`config.mk`:
```
export PLATFORM = sky130hd
export DESIGN_NAME = six_step_commutation_sequencer_core_flat
export DESIGN_NICKNAME = d
export VERILOG_FILES = /design/src/rtl/ssc_pkg.sv /design/src/rtl/ssc_if.sv /design/src/rtl/ssc_ctrl.sv /design/src/rtl/ssc_dp.sv /design/src/rtl/six_step_commutation_sequencer_core.sv /design/src/flat_wrapper.sv
export SDC_FILE = /design/constraint.sdc
export NUM_CORES = 2
export LEC_CHECK = 0
export ABC_AREA = 1
export BUFFER_PORTS_ARGS = -buffer_cell sky130_fd_sc_hd__buf_2
export CORE_ASPECT_RATIO = 0.75
export CORE_UTILIZATION = 60
export CTS_CLUSTER_SIZE = 30
export DETAILED_ROUTE_END_ITERATION = 10
export PLACE_DENSITY = 0.84
export SLEW_MARGIN = 10
export SYNTH_ARGS = -nofsm -noshare
export SYNTH_HDL_FRONTEND = slang
export SYNTH_SLANG_ARGS = --single-unit
```
`constraint.sdc`:
```
create_clock -name clk -period 6.1 [get_ports clk]
set_input_delay 0.915 -clock clk [delete_from_list [all_inputs] [get_ports clk]]
set_output_delay 0.915 -clock clk [all_outputs]
set_load 0.02 [all_outputs]
```
`src/rtl/ssc_pkg.sv`:
```
`timescale 1ns / 1ps
`default_nettype none

package ssc_pkg;

    // fixed point of the throttle filter
    localparam int FILTER_FRAC_BITS = 20;
    localparam int THR_W            = 7;
    localparam int FILT_W           = THR_W + FILTER_FRAC_BITS;
    localparam int GAIN_W           = 20;
    localparam int PERIOD_W         = 16;
    localparam int LIMIT_W          = 8;
    localparam int CFG_DATA_W       = 20;
    localparam int CFG_INDEX_W      = 3;

    localparam logic [THR_W-1:0] THR_MAX = 7'd100;

    // reciprocal constants for division by a constant
    localparam int          RECIP10_SHIFT  = 22;
    localparam logic [19:0] RECIP10        = 20'd838861;
    localparam int          RECIP15_SHIFT  = 24;
    localparam logic [20:0] RECIP15        = 21'd1118482;
    localparam int          RECIP100_SHIFT = 26;
    localparam logic [21:0] RECIP100       = 22'd2684355;

    // reset values of the registers
    localparam logic [PERIOD_W-1:0] ALIGN_STEP_PERIOD_RST = 16'd1000;
    localparam logic [PERIOD_W-1:0] RAMP_STEP_PERIOD_RST  = 16'd2000;
    localparam logic [PERIOD_W-1:0] RAMP_PWM_PERIOD_RST   = 16'd5000;
    localparam logic [LIMIT_W-1:0]  RAMP_STEP_LIMIT_RST   = 8'd10;
    localparam logic [GAIN_W-1:0]   FILTER_GAIN_RST       = 20'd524;
    localparam logic [PERIOD_W-1:0] DUTY_RST              = 16'd100;
    localparam logic [2:0]          STEP_RST              = 3'd6;
    localparam logic [2:0]          STEP_FIRST            = 3'd1;
    localparam logic [2:0]          STEP_LAST             = 3'd6;

    typedef enum logic [CFG_INDEX_W-1:0] {
        CFG_ALIGN_STEP_PERIOD = 3'd0,
        CFG_RAMP_STEP_PERIOD  = 3'd1,
        CFG_RAMP_PWM_PERIOD   = 3'd2,
        CFG_RAMP_STEP_LIMIT   = 3'd3,
        CFG_FILTER_GAIN       = 3'd4
    } cfg_index_t;

    typedef enum logic [1:0] {
        CMD_TICK  = 2'd0,
        CMD_ALIGN = 2'd1,
        CMD_RAMP  = 2'd2,
        CMD_STOP  = 2'd3
    } cmd_t;

    typedef enum logic [1:0] {
        STAGE_ALIGN = 2'd0,
        STAGE_RAMP  = 2'd1,
        STAGE_RUN   = 2'd2,
        STAGE_OFF   = 2'd3
    } stage_t;

    typedef enum logic [1:0] {
        PHASE_A    = 2'd0,
        PHASE_B    = 2'd1,
        PHASE_C    = 2'd2,
        PHASE_NONE = 2'd3
    } phase_t;

    typedef enum logic [1:0] {
        TRUN_LEAVE   = 2'd0,
        TRUN_ENABLE  = 2'd1,
        TRUN_DISABLE = 2'd2
    } trun_t;

    typedef enum logic [3:0] {
        OP_NONE,
        OP_RAMP_MUL,
        OP_RAMP_DUTY,
        OP_RUN_DIFF,
        OP_RUN_MUL,
        OP_RUN_UPD,
        OP_RUN_SPAN,
        OP_RUN_LMUL,
        OP_RUN_QMUL,
        OP_RUN_DUTY
    } dp_op_t;

    typedef enum logic [3:0] {
        ST_IDLE,
        ST_DISPATCH,
        ST_RAMP_MUL,
        ST_RAMP_DUTY,
        ST_RUN_DIFF,
        ST_RUN_MUL,
        ST_RUN_UPD,
        ST_RUN_SPAN,
        ST_RUN_LMUL,
        ST_RUN_QMUL,
        ST_RUN_DUTY,
        ST_EMIT
    } ctrl_state_t;

    typedef struct packed {
        logic   load;
        dp_op_t op;
        logic   emit;
    } dp_cmd_t;

    typedef struct packed {
        stage_t stage;
    } dp_status_t;

    typedef struct packed {
        logic [2:0]          mask;
        phase_t              pwm_phase;
        phase_t              sense;
        logic                rise;
    } comm_t;

    typedef struct packed {
        logic [2:0]          phase_enable_mask;
        logic [PERIOD_W-1:0] duty_a;
        logic [PERIOD_W-1:0] duty_b;
        logic [PERIOD_W-1:0] duty_c;
        logic [1:0]          sense_phase;
        logic                sense_rising;
        logic [PERIOD_W-1:0] pwm_period_out;
        logic [PERIOD_W-1:0] step_timer_period;
        logic [1:0]          step_timer_run;
        logic [1:0]          stage_out;
        logic [2:0]          step_out;
    } res_t;

    function automatic logic [2:0] step_advance(input logic [2:0] s);
        logic [2:0] n;
        if (s >= STEP_LAST || s == 3'd0)
            n = STEP_FIRST;
        else
            n = s + 3'd1;
        return n;
    endfunction

    // enable mask, pwm phase and back-emf watch for each step
    function automatic comm_t step_phase(input logic [2:0] s);
        comm_t c;
        unique case (s)
            3'd1:    c = '{3'd3, PHASE_B, PHASE_C, 1'b0};
            3'd2:    c = '{3'd5, PHASE_C, PHASE_B, 1'b1};
            3'd3:    c = '{3'd6, PHASE_C, PHASE_A, 1'b0};
            3'd4:    c = '{3'd3, PHASE_A, PHASE_C, 1'b1};
            3'd5:    c = '{3'd5, PHASE_A, PHASE_B, 1'b0};
            3'd6:    c = '{3'd6, PHASE_B, PHASE_A, 1'b1};
            default: c = '{3'd0, PHASE_NONE, PHASE_NONE, 1'b0};
        endcase
        return c;
    endfunction

endpackage

`default_nettype wire

```
`src/rtl/ssc_if.sv`:
```
`timescale 1ns / 1ps
`default_nettype none

interface ssc_req_if;
    logic                      valid;
    logic                      ready;
    logic [1:0]                command;
    logic [ssc_pkg::THR_W-1:0] throttle;

    modport source (output valid, output command, output throttle, input ready);
    modport sink   (input valid, input command, input throttle, output ready);
endinterface

interface ssc_res_if;
    logic                         valid;
    logic                         ready;
    logic [2:0]                   phase_enable_mask;
    logic [ssc_pkg::PERIOD_W-1:0] duty_a;
    logic [ssc_pkg::PERIOD_W-1:0] duty_b;
    logic [ssc_pkg::PERIOD_W-1:0] duty_c;
    logic [1:0]                   sense_phase;
    logic                         sense_rising;
    logic [ssc_pkg::PERIOD_W-1:0] pwm_period_out;
    logic [ssc_pkg::PERIOD_W-1:0] step_timer_period;
    logic [1:0]                   step_timer_run;
    logic [1:0]                   stage_out;
    logic [2:0]                   step_out;

    modport source (
        output valid, input ready,
        output phase_enable_mask, output duty_a, output duty_b, output duty_c,
        output sense_phase, output sense_rising, output pwm_period_out,
        output step_timer_period, output step_timer_run, output stage_out,
        output step_out
    );
    modport sink (
        input valid, output ready,
        input phase_enable_mask, input duty_a, input duty_b, input duty_c,
        input sense_phase, input sense_rising, input pwm_period_out,
        input step_timer_period, input step_timer_run, input stage_out,
        input step_out
    );
endinterface

`default_nettype wire

```
`src/rtl/ssc_ctrl.sv`:
```
`timescale 1ns / 1ps
`default_nettype none

module ssc_ctrl (
    input  logic                clk,
    input  logic                rst_n,
    input  logic                in_valid,
    output logic                in_ready,
    output logic                out_valid,
    input  logic                out_ready,
    input  ssc_pkg::dp_status_t status,
    output ssc_pkg::dp_cmd_t    cmd
);

    ssc_pkg::ctrl_state_t state_reg, state_next;
    logic                 out_valid_reg, out_valid_next;
    logic                 can_emit;

    always_ff @(posedge clk or negedge rst_n)
    begin
        if (!rst_n)
        begin
            state_reg     <= ssc_pkg::ST_IDLE;
            out_valid_reg <= 1'b0;
        end
        else
        begin
            state_reg     <= state_next;
            out_valid_reg <= out_valid_next;
        end
    end

    // result slot is free when empty or being drained this cycle
    assign can_emit = !out_valid_reg || out_ready;

    always_comb
    begin
        state_next = state_reg;
        in_ready   = 1'b0;
        cmd.load   = 1'b0;
        cmd.op     = ssc_pkg::OP_NONE;
        cmd.emit   = 1'b0;
        unique case (state_reg)
            ssc_pkg::ST_IDLE:
            begin
                in_ready = 1'b1;
                if (in_valid)
                begin
                    cmd.load   = 1'b1;
                    state_next = ssc_pkg::ST_DISPATCH;
                end
            end
            ssc_pkg::ST_DISPATCH:
            begin
                unique case (status.stage)
                    ssc_pkg::STAGE_RAMP: state_next = ssc_pkg::ST_RAMP_MUL;
                    ssc_pkg::STAGE_RUN:  state_next = ssc_pkg::ST_RUN_DIFF;
                    default:             state_next = ssc_pkg::ST_EMIT;
                endcase
            end
            ssc_pkg::ST_RAMP_MUL:
            begin
                cmd.op     = ssc_pkg::OP_RAMP_MUL;
                state_next = ssc_pkg::ST_RAMP_DUTY;
            end
            ssc_pkg::ST_RAMP_DUTY:
            begin
                cmd.op     = ssc_pkg::OP_RAMP_DUTY;
                state_next = ssc_pkg::ST_EMIT;
            end
            ssc_pkg::ST_RUN_DIFF:
            begin
                cmd.op     = ssc_pkg::OP_RUN_DIFF;
                state_next = ssc_pkg::ST_RUN_MUL;
            end
            ssc_pkg::ST_RUN_MUL:
            begin
                cmd.op     = ssc_pkg::OP_RUN_MUL;
                state_next = ssc_pkg::ST_RUN_UPD;
            end
            ssc_pkg::ST_RUN_UPD:
            begin
                cmd.op     = ssc_pkg::OP_RUN_UPD;
                state_next = ssc_pkg::ST_RUN_SPAN;
            end
            ssc_pkg::ST_RUN_SPAN:
            begin
                cmd.op     = ssc_pkg::OP_RUN_SPAN;
                state_next = ssc_pkg::ST_RUN_LMUL;
            end
            ssc_pkg::ST_RUN_LMUL:
            begin
                cmd.op     = ssc_pkg::OP_RUN_LMUL;
                state_next = ssc_pkg::ST_RUN_QMUL;
            end
            ssc_pkg::ST_RUN_QMUL:
            begin
                cmd.op     = ssc_pkg::OP_RUN_QMUL;
                state_next = ssc_pkg::ST_RUN_DUTY;
            end
            ssc_pkg::ST_RUN_DUTY:
            begin
                cmd.op     = ssc_pkg::OP_RUN_DUTY;
                state_next = ssc_pkg::ST_EMIT;
            end
            ssc_pkg::ST_EMIT:
            begin
                if (can_emit)
                begin
                    cmd.emit   = 1'b1;
                    state_next = ssc_pkg::ST_IDLE;
                end
            end
            default:
            begin
                state_next = ssc_pkg::ST_IDLE;
            end
        endcase
    end

    always_comb
    begin
        if (cmd.emit)
            out_valid_next = 1'b1;
        else if (out_ready)
            out_valid_next = 1'b0;
        else
            out_valid_next = out_valid_reg;
    end

    assign out_valid = out_valid_reg;

endmodule

`default_nettype wire

```
`src/rtl/ssc_dp.sv`:
```
`timescale 1ns / 1ps
`default_nettype none

module ssc_dp (
    input  logic                                    clk,
    input  logic                                    rst_n,
    input  ssc_pkg::dp_cmd_t                        cmd,
    output ssc_pkg::dp_status_t                     status,
    input  logic [1:0]                              in_command,
    input  logic [ssc_pkg::THR_W-1:0]               in_throttle,
    input  logic                                    cfg_we,
    input  logic [ssc_pkg::CFG_INDEX_W-1:0]         cfg_index,
    input  logic [ssc_pkg::CFG_DATA_W-1:0]          cfg_data,
    output ssc_pkg::res_t                           res
);

    localparam int PW      = ssc_pkg::PERIOD_W;
    localparam int FW      = ssc_pkg::FILT_W;
    localparam int GW      = ssc_pkg::GAIN_W;
    localparam int NINE_W  = PW + 4;
    localparam int GPROD_W = FW + GW;
    localparam int LOP_W   = PW - 1 + $bits(ssc_pkg::RECIP10);
    localparam int HIP_W   = NINE_W - 1 + $bits(ssc_pkg::RECIP10);
    localparam int RPROD_W = PW - 1 + $bits(ssc_pkg::RECIP15);
    localparam int LPROD_W = ssc_pkg::THR_W + PW;
    localparam int QPROD_W = LPROD_W - 2 + $bits(ssc_pkg::RECIP100);

    // configuration
    logic [PW-1:0]                align_period_reg, align_period_next;
    logic [PW-1:0]                ramp_period_reg, ramp_period_next;
    logic [PW-1:0]                ramp_pwm_reg, ramp_pwm_next;
    logic [ssc_pkg::LIMIT_W-1:0]  limit_reg, limit_next;
    logic [GW-1:0]                gain_reg, gain_next;

    // sequencer state
    logic [2:0]                   step_reg, step_next;
    ssc_pkg::stage_t              stage_reg, stage_next;
    logic [ssc_pkg::LIMIT_W-1:0]  cnt_reg, cnt_next;
    logic [FW-1:0]                filt_reg, filt_next;
    logic [PW-1:0]                duty_reg, duty_next;
    logic [PW-1:0]                pwm_reg, pwm_next;

    // working registers
    logic [ssc_pkg::THR_W-1:0]    thr_reg;
    logic [FW-1:0]                d_reg;
    logic                         up_reg;
    logic [NINE_W-1:0]            nine_reg;
    logic [GPROD_W-1:0]           gprod_reg;
    logic [LOP_W-1:0]             lo_prod_reg;
    logic [HIP_W-1:0]             hi_prod_reg;
    logic [PW-1:0]                lo_reg;
    logic [PW-1:0]                hi9_reg;
    logic [PW-1:0]                span_reg;
    logic [LPROD_W-1:0]           lprod_reg;
    logic [QPROD_W-1:0]           qprod_reg;
    logic [RPROD_W-1:0]           rprod_reg;
    ssc_pkg::res_t                res_reg, res_next;

    logic [FW-1:0]                target;
    logic [FW-1:0]                delta;
    logic [ssc_pkg::THR_W-1:0]    level;
    logic [ssc_pkg::LIMIT_W:0]    cnt_sum;
    logic [2:0]                   step_adv;
    ssc_pkg::comm_t               comm;

    assign target   = {thr_reg, {ssc_pkg::FILTER_FRAC_BITS{1'b0}}};
    assign delta    = gprod_reg[GW +: FW];
    assign level    = filt_reg[FW-1 -: ssc_pkg::THR_W];
    assign cnt_sum  = {1'b0, cnt_reg} + {{ssc_pkg::LIMIT_W{1'b0}}, 1'b1};
    assign step_adv = ssc_pkg::step_advance(step_reg);
    assign comm     = ssc_pkg::step_phase(step_adv);

    always_comb
    begin
        align_period_next = align_period_reg;
        ramp_period_next  = ramp_period_reg;
        ramp_pwm_next     = ramp_pwm_reg;
        limit_next        = limit_reg;
        gain_next         = gain_reg;
        if (cfg_we)
        begin
            unique case (ssc_pkg::cfg_index_t'(cfg_index))
                ssc_pkg::CFG_ALIGN_STEP_PERIOD: align_period_next = cfg_data[PW-1:0];
                ssc_pkg::CFG_RAMP_STEP_PERIOD:  ramp_period_next  = cfg_data[PW-1:0];
                ssc_pkg::CFG_RAMP_PWM_PERIOD:   ramp_pwm_next     = cfg_data[PW-1:0];
                ssc_pkg::CFG_RAMP_STEP_LIMIT:   limit_next = cfg_data[ssc_pkg::LIMIT_W-1:0];
                ssc_pkg::CFG_FILTER_GAIN:       gain_next         = cfg_data[GW-1:0];
                default:                        ;
            endcase
        end
    end

    always_comb
    begin
        step_next  = step_reg;
        stage_next = stage_reg;
        cnt_next   = cnt_reg;
        filt_next  = filt_reg;
        duty_next  = duty_reg;
        pwm_next   = pwm_reg;
        res_next   = res_reg;

        // stage write from the command of the new item
        if (cmd.load)
        begin
            unique case (ssc_pkg::cmd_t'(in_command))
                ssc_pkg::CMD_ALIGN: stage_next = ssc_pkg::STAGE_ALIGN;
                ssc_pkg::CMD_RAMP:  stage_next = ssc_pkg::STAGE_RAMP;
                ssc_pkg::CMD_STOP:  stage_next = ssc_pkg::STAGE_OFF;
                default:            stage_next = stage_reg;
            endcase
        end

        case (cmd.op)
            ssc_pkg::OP_RAMP_MUL:  pwm_next  = ramp_pwm_reg;
            ssc_pkg::OP_RAMP_DUTY: duty_next = PW'(rprod_reg[RPROD_W-1:ssc_pkg::RECIP15_SHIFT]);
            ssc_pkg::OP_RUN_UPD:   filt_next = up_reg ? filt_reg + delta : filt_reg - delta;
            ssc_pkg::OP_RUN_DUTY:
                duty_next = lo_reg + PW'(qprod_reg[QPROD_W-1:ssc_pkg::RECIP100_SHIFT]);
            default: ;
        endcase

        if (cmd.emit)
        begin
            res_next.phase_enable_mask = comm.mask;
            res_next.duty_a       = (comm.pwm_phase == ssc_pkg::PHASE_A) ? duty_reg : '0;
            res_next.duty_b       = (comm.pwm_phase == ssc_pkg::PHASE_B) ? duty_reg : '0;
            res_next.duty_c       = (comm.pwm_phase == ssc_pkg::PHASE_C) ? duty_reg : '0;
            res_next.sense_phase  = comm.sense;
            res_next.sense_rising = comm.rise;
            res_next.step_timer_period = '0;
            res_next.step_timer_run    = ssc_pkg::TRUN_LEAVE;
            step_next = step_adv;
            unique case (stage_reg)
                ssc_pkg::STAGE_ALIGN:
                begin
                    res_next.step_timer_period = align_period_reg;
                    res_next.step_timer_run    = ssc_pkg::TRUN_ENABLE;
                    cnt_next = '0;
                end
                ssc_pkg::STAGE_RAMP:
                begin
                    res_next.step_timer_period = ramp_period_reg;
                    cnt_next = cnt_sum[ssc_pkg::LIMIT_W] ? '1 : cnt_sum[ssc_pkg::LIMIT_W-1:0];
                    if (cnt_sum > {1'b0, limit_reg})
                        stage_next = ssc_pkg::STAGE_RUN;
                end
                ssc_pkg::STAGE_RUN:
                begin
                    res_next.step_timer_run = ssc_pkg::TRUN_DISABLE;
                end
                default:
                begin
                    // stopped: no commutation, drivers off
                    step_next = step_reg;
                    pwm_next  = '0;
                    res_next.phase_enable_mask = '0;
                    res_next.duty_a       = '0;
                    res_next.duty_b       = '0;
                    res_next.duty_c       = '0;
                    res_next.sense_phase  = ssc_pkg::PHASE_NONE;
                    res_next.sense_rising = 1'b0;
                end
            endcase
            res_next.pwm_period_out = pwm_next;
            res_next.stage_out      = stage_next;
            res_next.step_out       = (stage_next == ssc_pkg::STAGE_OFF) ? 3'd0 : step_next;
        end
    end

    always_ff @(posedge clk or negedge rst_n)
    begin
        if (!rst_n)
        begin
            align_period_reg <= ssc_pkg::ALIGN_STEP_PERIOD_RST;
            ramp_period_reg  <= ssc_pkg::RAMP_STEP_PERIOD_RST;
            ramp_pwm_reg     <= ssc_pkg::RAMP_PWM_PERIOD_RST;
            limit_reg        <= ssc_pkg::RAMP_STEP_LIMIT_RST;
            gain_reg         <= ssc_pkg::FILTER_GAIN_RST;
            step_reg         <= ssc_pkg::STEP_RST;
            stage_reg        <= ssc_pkg::STAGE_OFF;
            cnt_reg          <= '0;
            filt_reg         <= '0;
            duty_reg         <= ssc_pkg::DUTY_RST;
            pwm_reg          <= '0;
        end
        else
        begin
            align_period_reg <= align_period_next;
            ramp_period_reg  <= ramp_period_next;
            ramp_pwm_reg     <= ramp_pwm_next;
            limit_reg        <= limit_next;
            gain_reg         <= gain_next;
            step_reg         <= step_next;
            stage_reg        <= stage_next;
            cnt_reg          <= cnt_next;
            filt_reg         <= filt_next;
            duty_reg         <= duty_next;
            pwm_reg          <= pwm_next;
        end
    end

    // arithmetic pipeline, one registered step per command
    always_ff @(posedge clk)
    begin
        res_reg <= res_next;
        if (cmd.load)
            thr_reg <= (in_throttle > ssc_pkg::THR_MAX) ? ssc_pkg::THR_MAX : in_throttle;
        case (cmd.op)
            ssc_pkg::OP_RAMP_MUL:
                rprod_reg <= RPROD_W'(ramp_pwm_reg[PW-1:1]) * RPROD_W'(ssc_pkg::RECIP15);
            ssc_pkg::OP_RUN_DIFF:
            begin
                up_reg   <= (target >= filt_reg);
                d_reg    <= (target >= filt_reg) ? target - filt_reg : filt_reg - target;
                nine_reg <= NINE_W'({pwm_reg, 3'b000}) + NINE_W'(pwm_reg);
            end
            ssc_pkg::OP_RUN_MUL:
            begin
                gprod_reg   <= GPROD_W'(d_reg) * GPROD_W'(gain_reg);
                lo_prod_reg <= LOP_W'(pwm_reg[PW-1:1]) * LOP_W'(ssc_pkg::RECIP10);
                hi_prod_reg <= HIP_W'(nine_reg[NINE_W-1:1]) * HIP_W'(ssc_pkg::RECIP10);
            end
            ssc_pkg::OP_RUN_UPD:
            begin
                lo_reg  <= PW'(lo_prod_reg[LOP_W-1:ssc_pkg::RECIP10_SHIFT]) + PW'(1);
                hi9_reg <= PW'(hi_prod_reg[HIP_W-1:ssc_pkg::RECIP10_SHIFT]);
            end
            ssc_pkg::OP_RUN_SPAN:
                span_reg <= (hi9_reg > lo_reg) ? hi9_reg - lo_reg : '0;
            ssc_pkg::OP_RUN_LMUL:
                lprod_reg <= LPROD_W'(level) * LPROD_W'(span_reg);
            ssc_pkg::OP_RUN_QMUL:
                qprod_reg <= QPROD_W'(lprod_reg[LPROD_W-1:2]) * QPROD_W'(ssc_pkg::RECIP100);
            default: ;
        endcase
    end

    assign status.stage = stage_reg;
    assign res          = res_reg;

endmodule

`default_nettype wire

```
`src/rtl/six_step_commutation_sequencer_core.sv`:
```
`timescale 1ns / 1ps
`default_nettype none

// channel   | role   | payload
// ----------+--------+-------------------------------------------------------
// request   | sink   | command (2), throttle (7)
// result    | source | phase mask, duty a/b/c, sense phase/edge, pwm period,
//           |        | step timer period/run, stage, step
// cfg_*     | write  | cfg_index (3) selects register, cfg_data (20)
//
// an item goes from acceptance through the dispatch state and, in ramp, the
// ramp multiply and duty states or, in running, the chain of registered
// multiplies through the filter and duty math (diff, mul, upd, span, lmul,
// qmul, duty), to the emit state, where the result register loads
// a new item is accepted once the previous result sits in the output
// register, even while that result waits on a stalled result channel; the
// new item then holds in the emit state and the input stays blocked
// reset (rst_n low, asynchronous) loads the default registers, stage off,
// step six, duty 100 and clears filter, ramp count and pwm period

module six_step_commutation_sequencer_core (
    input  logic                                clk,
    input  logic                                rst_n,
    ssc_req_if.sink                             request,
    ssc_res_if.source                           result,
    input  logic                                cfg_we,
    input  logic [ssc_pkg::CFG_INDEX_W-1:0]     cfg_index,
    input  logic [ssc_pkg::CFG_DATA_W-1:0]      cfg_data
);

    ssc_pkg::dp_cmd_t    cmd;
    ssc_pkg::dp_status_t status;
    ssc_pkg::res_t       res;
    logic                in_ready;
    logic                out_valid;

    // controller sequences the per-stage arithmetic steps
    ssc_ctrl u_ctrl (
        .clk       (clk),
        .rst_n     (rst_n),
        .in_valid  (request.valid),
        .in_ready  (in_ready),
        .out_valid (out_valid),
        .out_ready (result.ready),
        .status    (status),
        .cmd       (cmd)
    );

    // datapath holds stage, step, filter, duty and the result register
    ssc_dp u_dp (
        .clk         (clk),
        .rst_n       (rst_n),
        .cmd         (cmd),
        .status      (status),
        .in_command  (request.command),
        .in_throttle (request.throttle),
        .cfg_we      (cfg_we),
        .cfg_index   (cfg_index),
        .cfg_data    (cfg_data),
        .res         (res)
    );

    assign request.ready = in_ready;

    // result channel straight from the output register
    assign result.valid             = out_valid;
    assign result.phase_enable_mask = res.phase_enable_mask;
    assign result.duty_a            = res.duty_a;
    assign result.duty_b            = res.duty_b;
    assign result.duty_c            = res.duty_c;
    assign result.sense_phase       = res.sense_phase;
    assign result.sense_rising      = res.sense_rising;
    assign result.pwm_period_out    = res.pwm_period_out;
    assign result.step_timer_period = res.step_timer_period;
    assign result.step_timer_run    = res.step_timer_run;
    assign result.stage_out         = res.stage_out;
    assign result.step_out          = res.step_out;

endmodule

`default_nettype wire

```
`src/flat_wrapper.sv`:
```
// flat-port wrapper written by rule: the top's interface ports become plain ports
module six_step_commutation_sequencer_core_flat 
  (clk, rst_n, cfg_we, cfg_index, cfg_data, request_valid, request_command, request_throttle, request_ready, result_valid, result_ready, result_phase_enable_mask, result_duty_a, result_duty_b, result_duty_c, result_sense_phase, result_sense_rising, result_pwm_period_out, result_step_timer_period, result_step_timer_run, result_stage_out, result_step_out);
  ssc_req_if request_i ();
  ssc_res_if result_i ();
  input  logic clk;
  input  logic rst_n;
  input  logic cfg_we;
  input  logic [ssc_pkg::CFG_INDEX_W-1:0] cfg_index;
  input  logic [ssc_pkg::CFG_DATA_W-1:0] cfg_data;
  input wire logic [$bits(request_i.valid)-1:0] request_valid;
  input wire logic [$bits(request_i.command)-1:0] request_command;
  input wire logic [$bits(request_i.throttle)-1:0] request_throttle;
  output wire logic [$bits(request_i.ready)-1:0] request_ready;
  output wire logic [$bits(result_i.valid)-1:0] result_valid;
  input wire logic [$bits(result_i.ready)-1:0] result_ready;
  output wire logic [$bits(result_i.phase_enable_mask)-1:0] result_phase_enable_mask;
  output wire logic [$bits(result_i.duty_a)-1:0] result_duty_a;
  output wire logic [$bits(result_i.duty_b)-1:0] result_duty_b;
  output wire logic [$bits(result_i.duty_c)-1:0] result_duty_c;
  output wire logic [$bits(result_i.sense_phase)-1:0] result_sense_phase;
  output wire logic [$bits(result_i.sense_rising)-1:0] result_sense_rising;
  output wire logic [$bits(result_i.pwm_period_out)-1:0] result_pwm_period_out;
  output wire logic [$bits(result_i.step_timer_period)-1:0] result_step_timer_period;
  output wire logic [$bits(result_i.step_timer_run)-1:0] result_step_timer_run;
  output wire logic [$bits(result_i.stage_out)-1:0] result_stage_out;
  output wire logic [$bits(result_i.step_out)-1:0] result_step_out;
  assign request_i.valid = request_valid;
  assign request_i.command = request_command;
  assign request_i.throttle = request_throttle;
  assign request_ready = request_i.ready;
  assign result_valid = result_i.valid;
  assign result_i.ready = result_ready;
  assign result_phase_enable_mask = result_i.phase_enable_mask;
  assign result_duty_a = result_i.duty_a;
  assign result_duty_b = result_i.duty_b;
  assign result_duty_c = result_i.duty_c;
  assign result_sense_phase = result_i.sense_phase;
  assign result_sense_rising = result_i.sense_rising;
  assign result_pwm_period_out = result_i.pwm_period_out;
  assign result_step_timer_period = result_i.step_timer_period;
  assign result_step_timer_run = result_i.step_timer_run;
  assign result_stage_out = result_i.stage_out;
  assign result_step_out = result_i.step_out;
  six_step_commutation_sequencer_core u_core (.clk(clk), .rst_n(rst_n), .request(request_i), .result(result_i), .cfg_we(cfg_we), .cfg_index(cfg_index), .cfg_data(cfg_data));
endmodule
```
# [After elaboration in Yosys (flattened, before gate mapping)]
# Index checks and enable logic that the tools add are counted.
# W data, S select, Z words.
[totals] latchBits=0 register_bits=569 inputBits=37 out_inout_bits=95 memories=0 mem_bits_ro=0 ramBits=0 wordCells=152
[op_classes] muxes=31 n_eq_ne=40 n_div=0 add_sub_neg=10 shifts=0 bitwise_logic=0 mul=6 order_cmp=5 reduce_logical=23
[op_table] op="$sub A27 B27 Y27" n=3
[op_table] op="$mul A15 B20 Y35 const B" n=2
[op_table] op="$pmux W16 S2" n=2
[op_table] op="$mux W27" n=2
[op_table] op="$mux W16" n=3
[op_table] op="$pmux W8 S6" n=1
[op_table] op="$mul A27 B20 Y47" n=1
[op_table] op="$pmux W4 S11" n=1
[op_table] op="$mul A21 B22 Y42 const B" n=1
[op_table] op="$mul A19 B20 Y38 const B" n=1
[op_table] op="$pmux W4 S9" n=1
[op_table] op="$eq A4 B3 Y1 const B" n=8
[op_table] op="$add A27 B27 Y27" n=1
[op_table] op="$ge A27 B27 Y1" n=1
[op_table] op="$eq A4 B4 Y1 const B" n=6
[op_table] op="$mul A7 B16 Y23" n=1
[op_table] op="$add A19 B16 Y20" n=1
[op_table] op="$reduce_and A2 Y1" n=10
[op_table] op="$add A16 B16 Y16" n=1
[op_table] op="$eq A4 B2 Y1 const B" n=4
[op_table] op="$gt A16 B16 Y1" n=1
[op_table] op="$pmux W8 S2" n=1
[op_table] op="$sub A16 B16 Y16" n=1
[op_table] op="$add A13 B1 Y14 const B" n=1
[op_table] op="other kinds (28)" n=60

# [Longest topological paths before layout]
[logic_depth] depth_word=7 mapped_depth=28 depth_no_buf=26

# [By module]
# From an unflattened synthesis, not the netlist that was laid out.
[hier_totals] cells_unflattened=7924 area_unflattened_um2=65713.0
[modules_own_cells] module="ssc_dp" n_inst=1 area_each_um2=65295.1 seq_area_each_um2=12688.4 cells_per_inst=7862
[modules_own_cells] module="ssc_ctrl" n_inst=1 area_each_um2=417.9 seq_area_each_um2=125.1 cells_per_inst=62

# [Worst setup path after synthesis]
# No wires, ideal clock.
[synth_timing] path_type="reg-to-reg" startpoint="reg u_core.u_dp.gain_reg[2]" endpoint="reg u_core.u_dp.gprod_reg[42] (data pin)" t_arrival_ns=5.941 synth_period_minus_slack_ns=6.193 path_buffers=2 path_slack_ns=-0.093 t_required_ns=5.847 setup_time_ns=0.253 stages_incl_launch_ff=26 cell_sequence="dfstp_2 clkbuf_1 buf_1 nand2_1 fa_1 inv_1 fa_1 inv_1 fa_1 inv_1 fa_1 fa_1 fa_1 inv_1 fa_1 inv_1 ha_1 nand2_1 nor2_1 inv_1 nor2_1 inv_1 nor3_1 nand3_1 nand4_1 nand2_1"
[synth_between] elab_chain_len=1
[synth_rtl] element="from (decl)" line_no="ssc_dp.sv:33" text="logic [GW-1:0] gain_reg, gain_next;"
[synth_rtl] element="from (signal assigned)" line_no="ssc_dp.sv:179" text="gain_reg <= ssc_pkg::FILTER_GAIN_RST;"
[synth_rtl] element="from (signal assigned)" line_no="ssc_dp.sv:193" text="gain_reg <= gain_next;"
[synth_rtl] element="$mul A27 B20 Y47" line_no="ssc_dp.sv:220" text="gprod_reg <= GPROD_W'(d_reg) * GPROD_W'(gain_reg);"
[synth_rtl] element="to (signal assigned)" line_no="ssc_dp.sv:220"
[synth_rtl] element="to (decl)" line_no="ssc_dp.sv:48" text="logic [GPROD_W-1:0] gprod_reg;"
# No other way between the ends.
# A chain may end at the register's enable or synchronous reset.

# [Final worst setup path]
[layout_timing] startpoint="reg u_core.u_dp.gain_reg[9]" endpoint="reg u_core.u_dp.gprod_reg[23] (data pin)"
# The elaborated chain is that of the path after synthesis.

==> impl_metrics.env <==
export IMPL_cts_sinks=451
export IMPL_rsz0062_at_grt="true"
export IMPL_insertedDiodeCount=0
export IMPL_critPathCaptureType="register"
export IMPL_syn_to_final_growth_pct=12.0
export IMPL_post_route_drc_count=0
export IMPL_tightest_slew_ns=1.14
export IMPL_status="finished with violations"
export IMPL_synth_common_cells="inv_1, nand2_1, fa_1, ha_1, nor2_1"
export IMPL_cp_common_cell="fa_2"
export IMPL_yosys_most_used_dff="edfxtp_1"
export IMPL_async_flop_share=0.339
export IMPL_grt_ovfl_total=0
export IMPL_fmax_mhz=160
export IMPL_rows=104
export IMPL_dp_hpwl_microns=160000
export IMPL_wl_microns=194000
export IMPL_fin_crit_sh=1.02
export IMPL_fin_crit_ns=6.23
export IMPL_setup_viol=10
export IMPL_antenna_left=0
export IMPL_relSlewSlack=0.240
export IMPL_setup_tns_final_ns=-0.506
export IMPL_ys_warn_count=0
export IMPL_initial_core_util=0.609
export IMPL_routabilityCongestion=0.994
export IMPL_r2r_start="u_core.u_dp.gain_reg[9]"
export IMPL_worstPathMaxFanout=7
export IMPL_synth_edf_count=298
export IMPL_netlist_instances=7992
export IMPL_clockBufferDepth=3
export IMPL_layout_drive_gt1_share=0.108
export IMPL_routedWlPerCell_microns=19.9
export IMPL_reg2regPathDepth=23
export IMPL_netlist_area_sq_um=65800
export IMPL_cts_tree="done"
export IMPL_dp_slack_ns=-0.113
export IMPL_final_max_slew_viol_count=0
export IMPL_syn_nets=9740
export IMPL_io_pins=132
export IMPL_rr_endpoint="u_core.u_dp.gprod_reg[23]"
export IMPL_synth_yosys_seq_area_share=0.195
export IMPL_synth_area_leaders="fa_1, ha_1, edfxtp_1"
export IMPL_yosys_area_top_type="fa_1"
export IMPL_grt_pass1_vias=54300
export IMPL_dp_cells=9636
export IMPL_drt_iter0_drc=5238
export IMPL_synth_area_per_cell_sq_um=8.23
export IMPL_htreeDepth=2
export IMPL_setup_slack_ns=-0.132
export IMPL_grt_max_degree=122
export IMPL_die_area_sq_um=111000
export IMPL_grt_pass1_wl_microns=300000
export IMPL_start_kind="register"
export IMPL_reg2reg_setup_slack_ns=-0.13
export IMPL_drt_first_pass_iters=6
export IMPL_via_per_inst=5.59
export IMPL_path_clk_slew_ns=0.07
export IMPL_crit_type="reg2reg"
export IMPL_maxCapViolations=0
export IMPL_violations="negative setup slack"
export IMPL_slowest_delay_ns=0.60
export IMPL_synth_seq_cells=451
export IMPL_largest_reg_flops=93
export IMPL_die_w_microns=384
export IMPL_cts_hold_buf=0
export IMPL_cp_slowest_cell="dfstp_2"
export IMPL_synth_cell_types=59
export IMPL_crit_path_cell_trace="buf_12 -> clkbuf_16 -> nand2_1 -> inv_1 -> fa_1 -> inv_2 -> fa_2 -> fa_1 -> inv_1 -> fa_2 -> fa_2 -> fa_1 -> fa_2 -> ha_4 -> nand2_4 -> nor2_4 -> buf_6 -> nand2_2 -> nor2_1 -> nand2_1 -> nand3_4 -> xor2_2 -> buf_4"
export IMPL_cp_required_ns=6.46
export IMPL_cts_inserted_buffers=49
export IMPL_fillers=8422
export IMPL_hp_class="in2async"
export IMPL_track_usage=0.349
export IMPL_num_vias=54600
export IMPL_grt_antenna_before_repair=2
export IMPL_clk_latency_ns=0.63
export IMPL_numPortBuffers=131
export IMPL_core_area_sq_um=108000
export IMPL_cp_arrival_ns=6.60
export IMPL_instances_no_fill=9772
export IMPL_cp_top_family="adder cells"
export IMPL_die_h_microns=289
export IMPL_crit_buf_inv=7
export IMPL_synthMostInstantiatedCell="inv_1"
export IMPL_clockRootBuffer="clkbuf_16"
export IMPL_synth_top_area_frac=0.263
export IMPL_clock_skew_ns=0.0380
export IMPL_finalHoldViolCount=0
export IMPL_final_nets=10000
[cell type report]
class / instances / area [sq um] / area share
clock buffer: 61 / 1350 / 0.0184
clock inverter: 30 / 365 / 0.00496
inverter: 1932 / 7260 / 0.0985
multi-input combinational: 5434 / 46500 / 0.631
sequential: 451 / 12800 / 0.174
tap: 1431 / 1790 / 0.0243
timing repair buffer: 433 / 3600 / 0.0488
[cells in the final DEF (no fill, tap or decap), types with 219 or more instances in the layout]
cell type	synthesis	routed
a21oi_1	294	255
nor2_1	568	495
ha_1	846	815
inv_1	1927	1877
fa_1	865	845
nand3_1	232	219
nand2_1	1729	1677
edfxtp_1	298	298
buf_4	5	237
o21ai_0	321	297
[worst max path at each step]
stage	cells after the start	to	slack [ns]	start
2_1_floorplan	25	u_core.u_dp.gprod_reg[42]	0.003	u_core.u_dp.gain_reg[2]
3_3_place_gp	23	u_core.u_dp.gprod_reg[41]	-0.09	u_core.u_dp.d_reg[21]
3_5_place_dp	26	u_core.u_dp.gprod_reg[46]	-0.11	u_core.u_dp.gain_reg[2]
4_1_cts	26	u_core.u_dp.gprod_reg[46]	-0.01	u_core.u_dp.gain_reg[2]
5_1_grt	23	u_core.u_dp.gprod_reg[23]	-0.24	u_core.u_dp.gain_reg[9]
6_report	23	u_core.u_dp.gprod_reg[23]	-0.13	u_core.u_dp.gain_reg[9]
[layer usage]
layer | track usage | vias up | share of wire
met5 | 0 | - | 0
met4 | 0.0634 | 0 | 0.021
met3 | 0.121 | 305 | 0.13
met2 | 0.487 | 2721 | 0.40
met1 | 0.525 | 26400 | 0.44
li1 | - | 25200 | -
[metrics by stage]
stage,area [sq um],hold WS (ns),util
final,73700,0.199,0.682
after global routing,73700,0.214,0.682
after CTS,72100,0.199,0.668
after detailed placement,70000,0.406,0.648
after global placement,70000,0.407,0.648
after floorplan,65800,0.400,-
[what timing repair did]
action,in CTS,in global routing
setup buffers,11,31
endpoints found under the hold margin,0,0
gates cloned,1,6
pin swaps,31,145
setup endpoints to repair,26,37
resized for setup,86,346
[cell families (layout without fill, tap and decap cells)]
logic type	count (synthesis)	in the layout	share of synthesized area
AO/OA/AOI/OAI	790	790	0.0668
XOR/XNOR	176	176	0.0234
adder cells (fa/ha/maj)	1711	1711	0.424
buffers and inverters	2107	2456	0.121
flip-flops	451	451	0.195
multiplexers	11	11	0.00175
AND/OR/NAND/NOR	2746	2746	0.168
[worst register-to-register path, stage by stage, from the launching register on]
cell       delay [ns]
dfstp_2          0.60
buf_12           0.13
clkbuf_16        0.17
nand2_1          0.06
inv_1            0.06
fa_1             0.42
inv_2            0.08
fa_2             0.44
fa_1             0.51
inv_1            0.05
fa_2             0.55
fa_2             0.44
fa_1             0.60
fa_2             0.47
ha_4             0.33
nand2_4          0.09
nor2_4           0.18
buf_6            0.12
nand2_2          0.04
nor2_1           0.12
nand2_1          0.10
nand3_4          0.17
xor2_2           0.10
buf_4            0.14
Power is not shown: default switching activity piles up to over one toggle a cycle in this logic, so the estimate is an artifact.
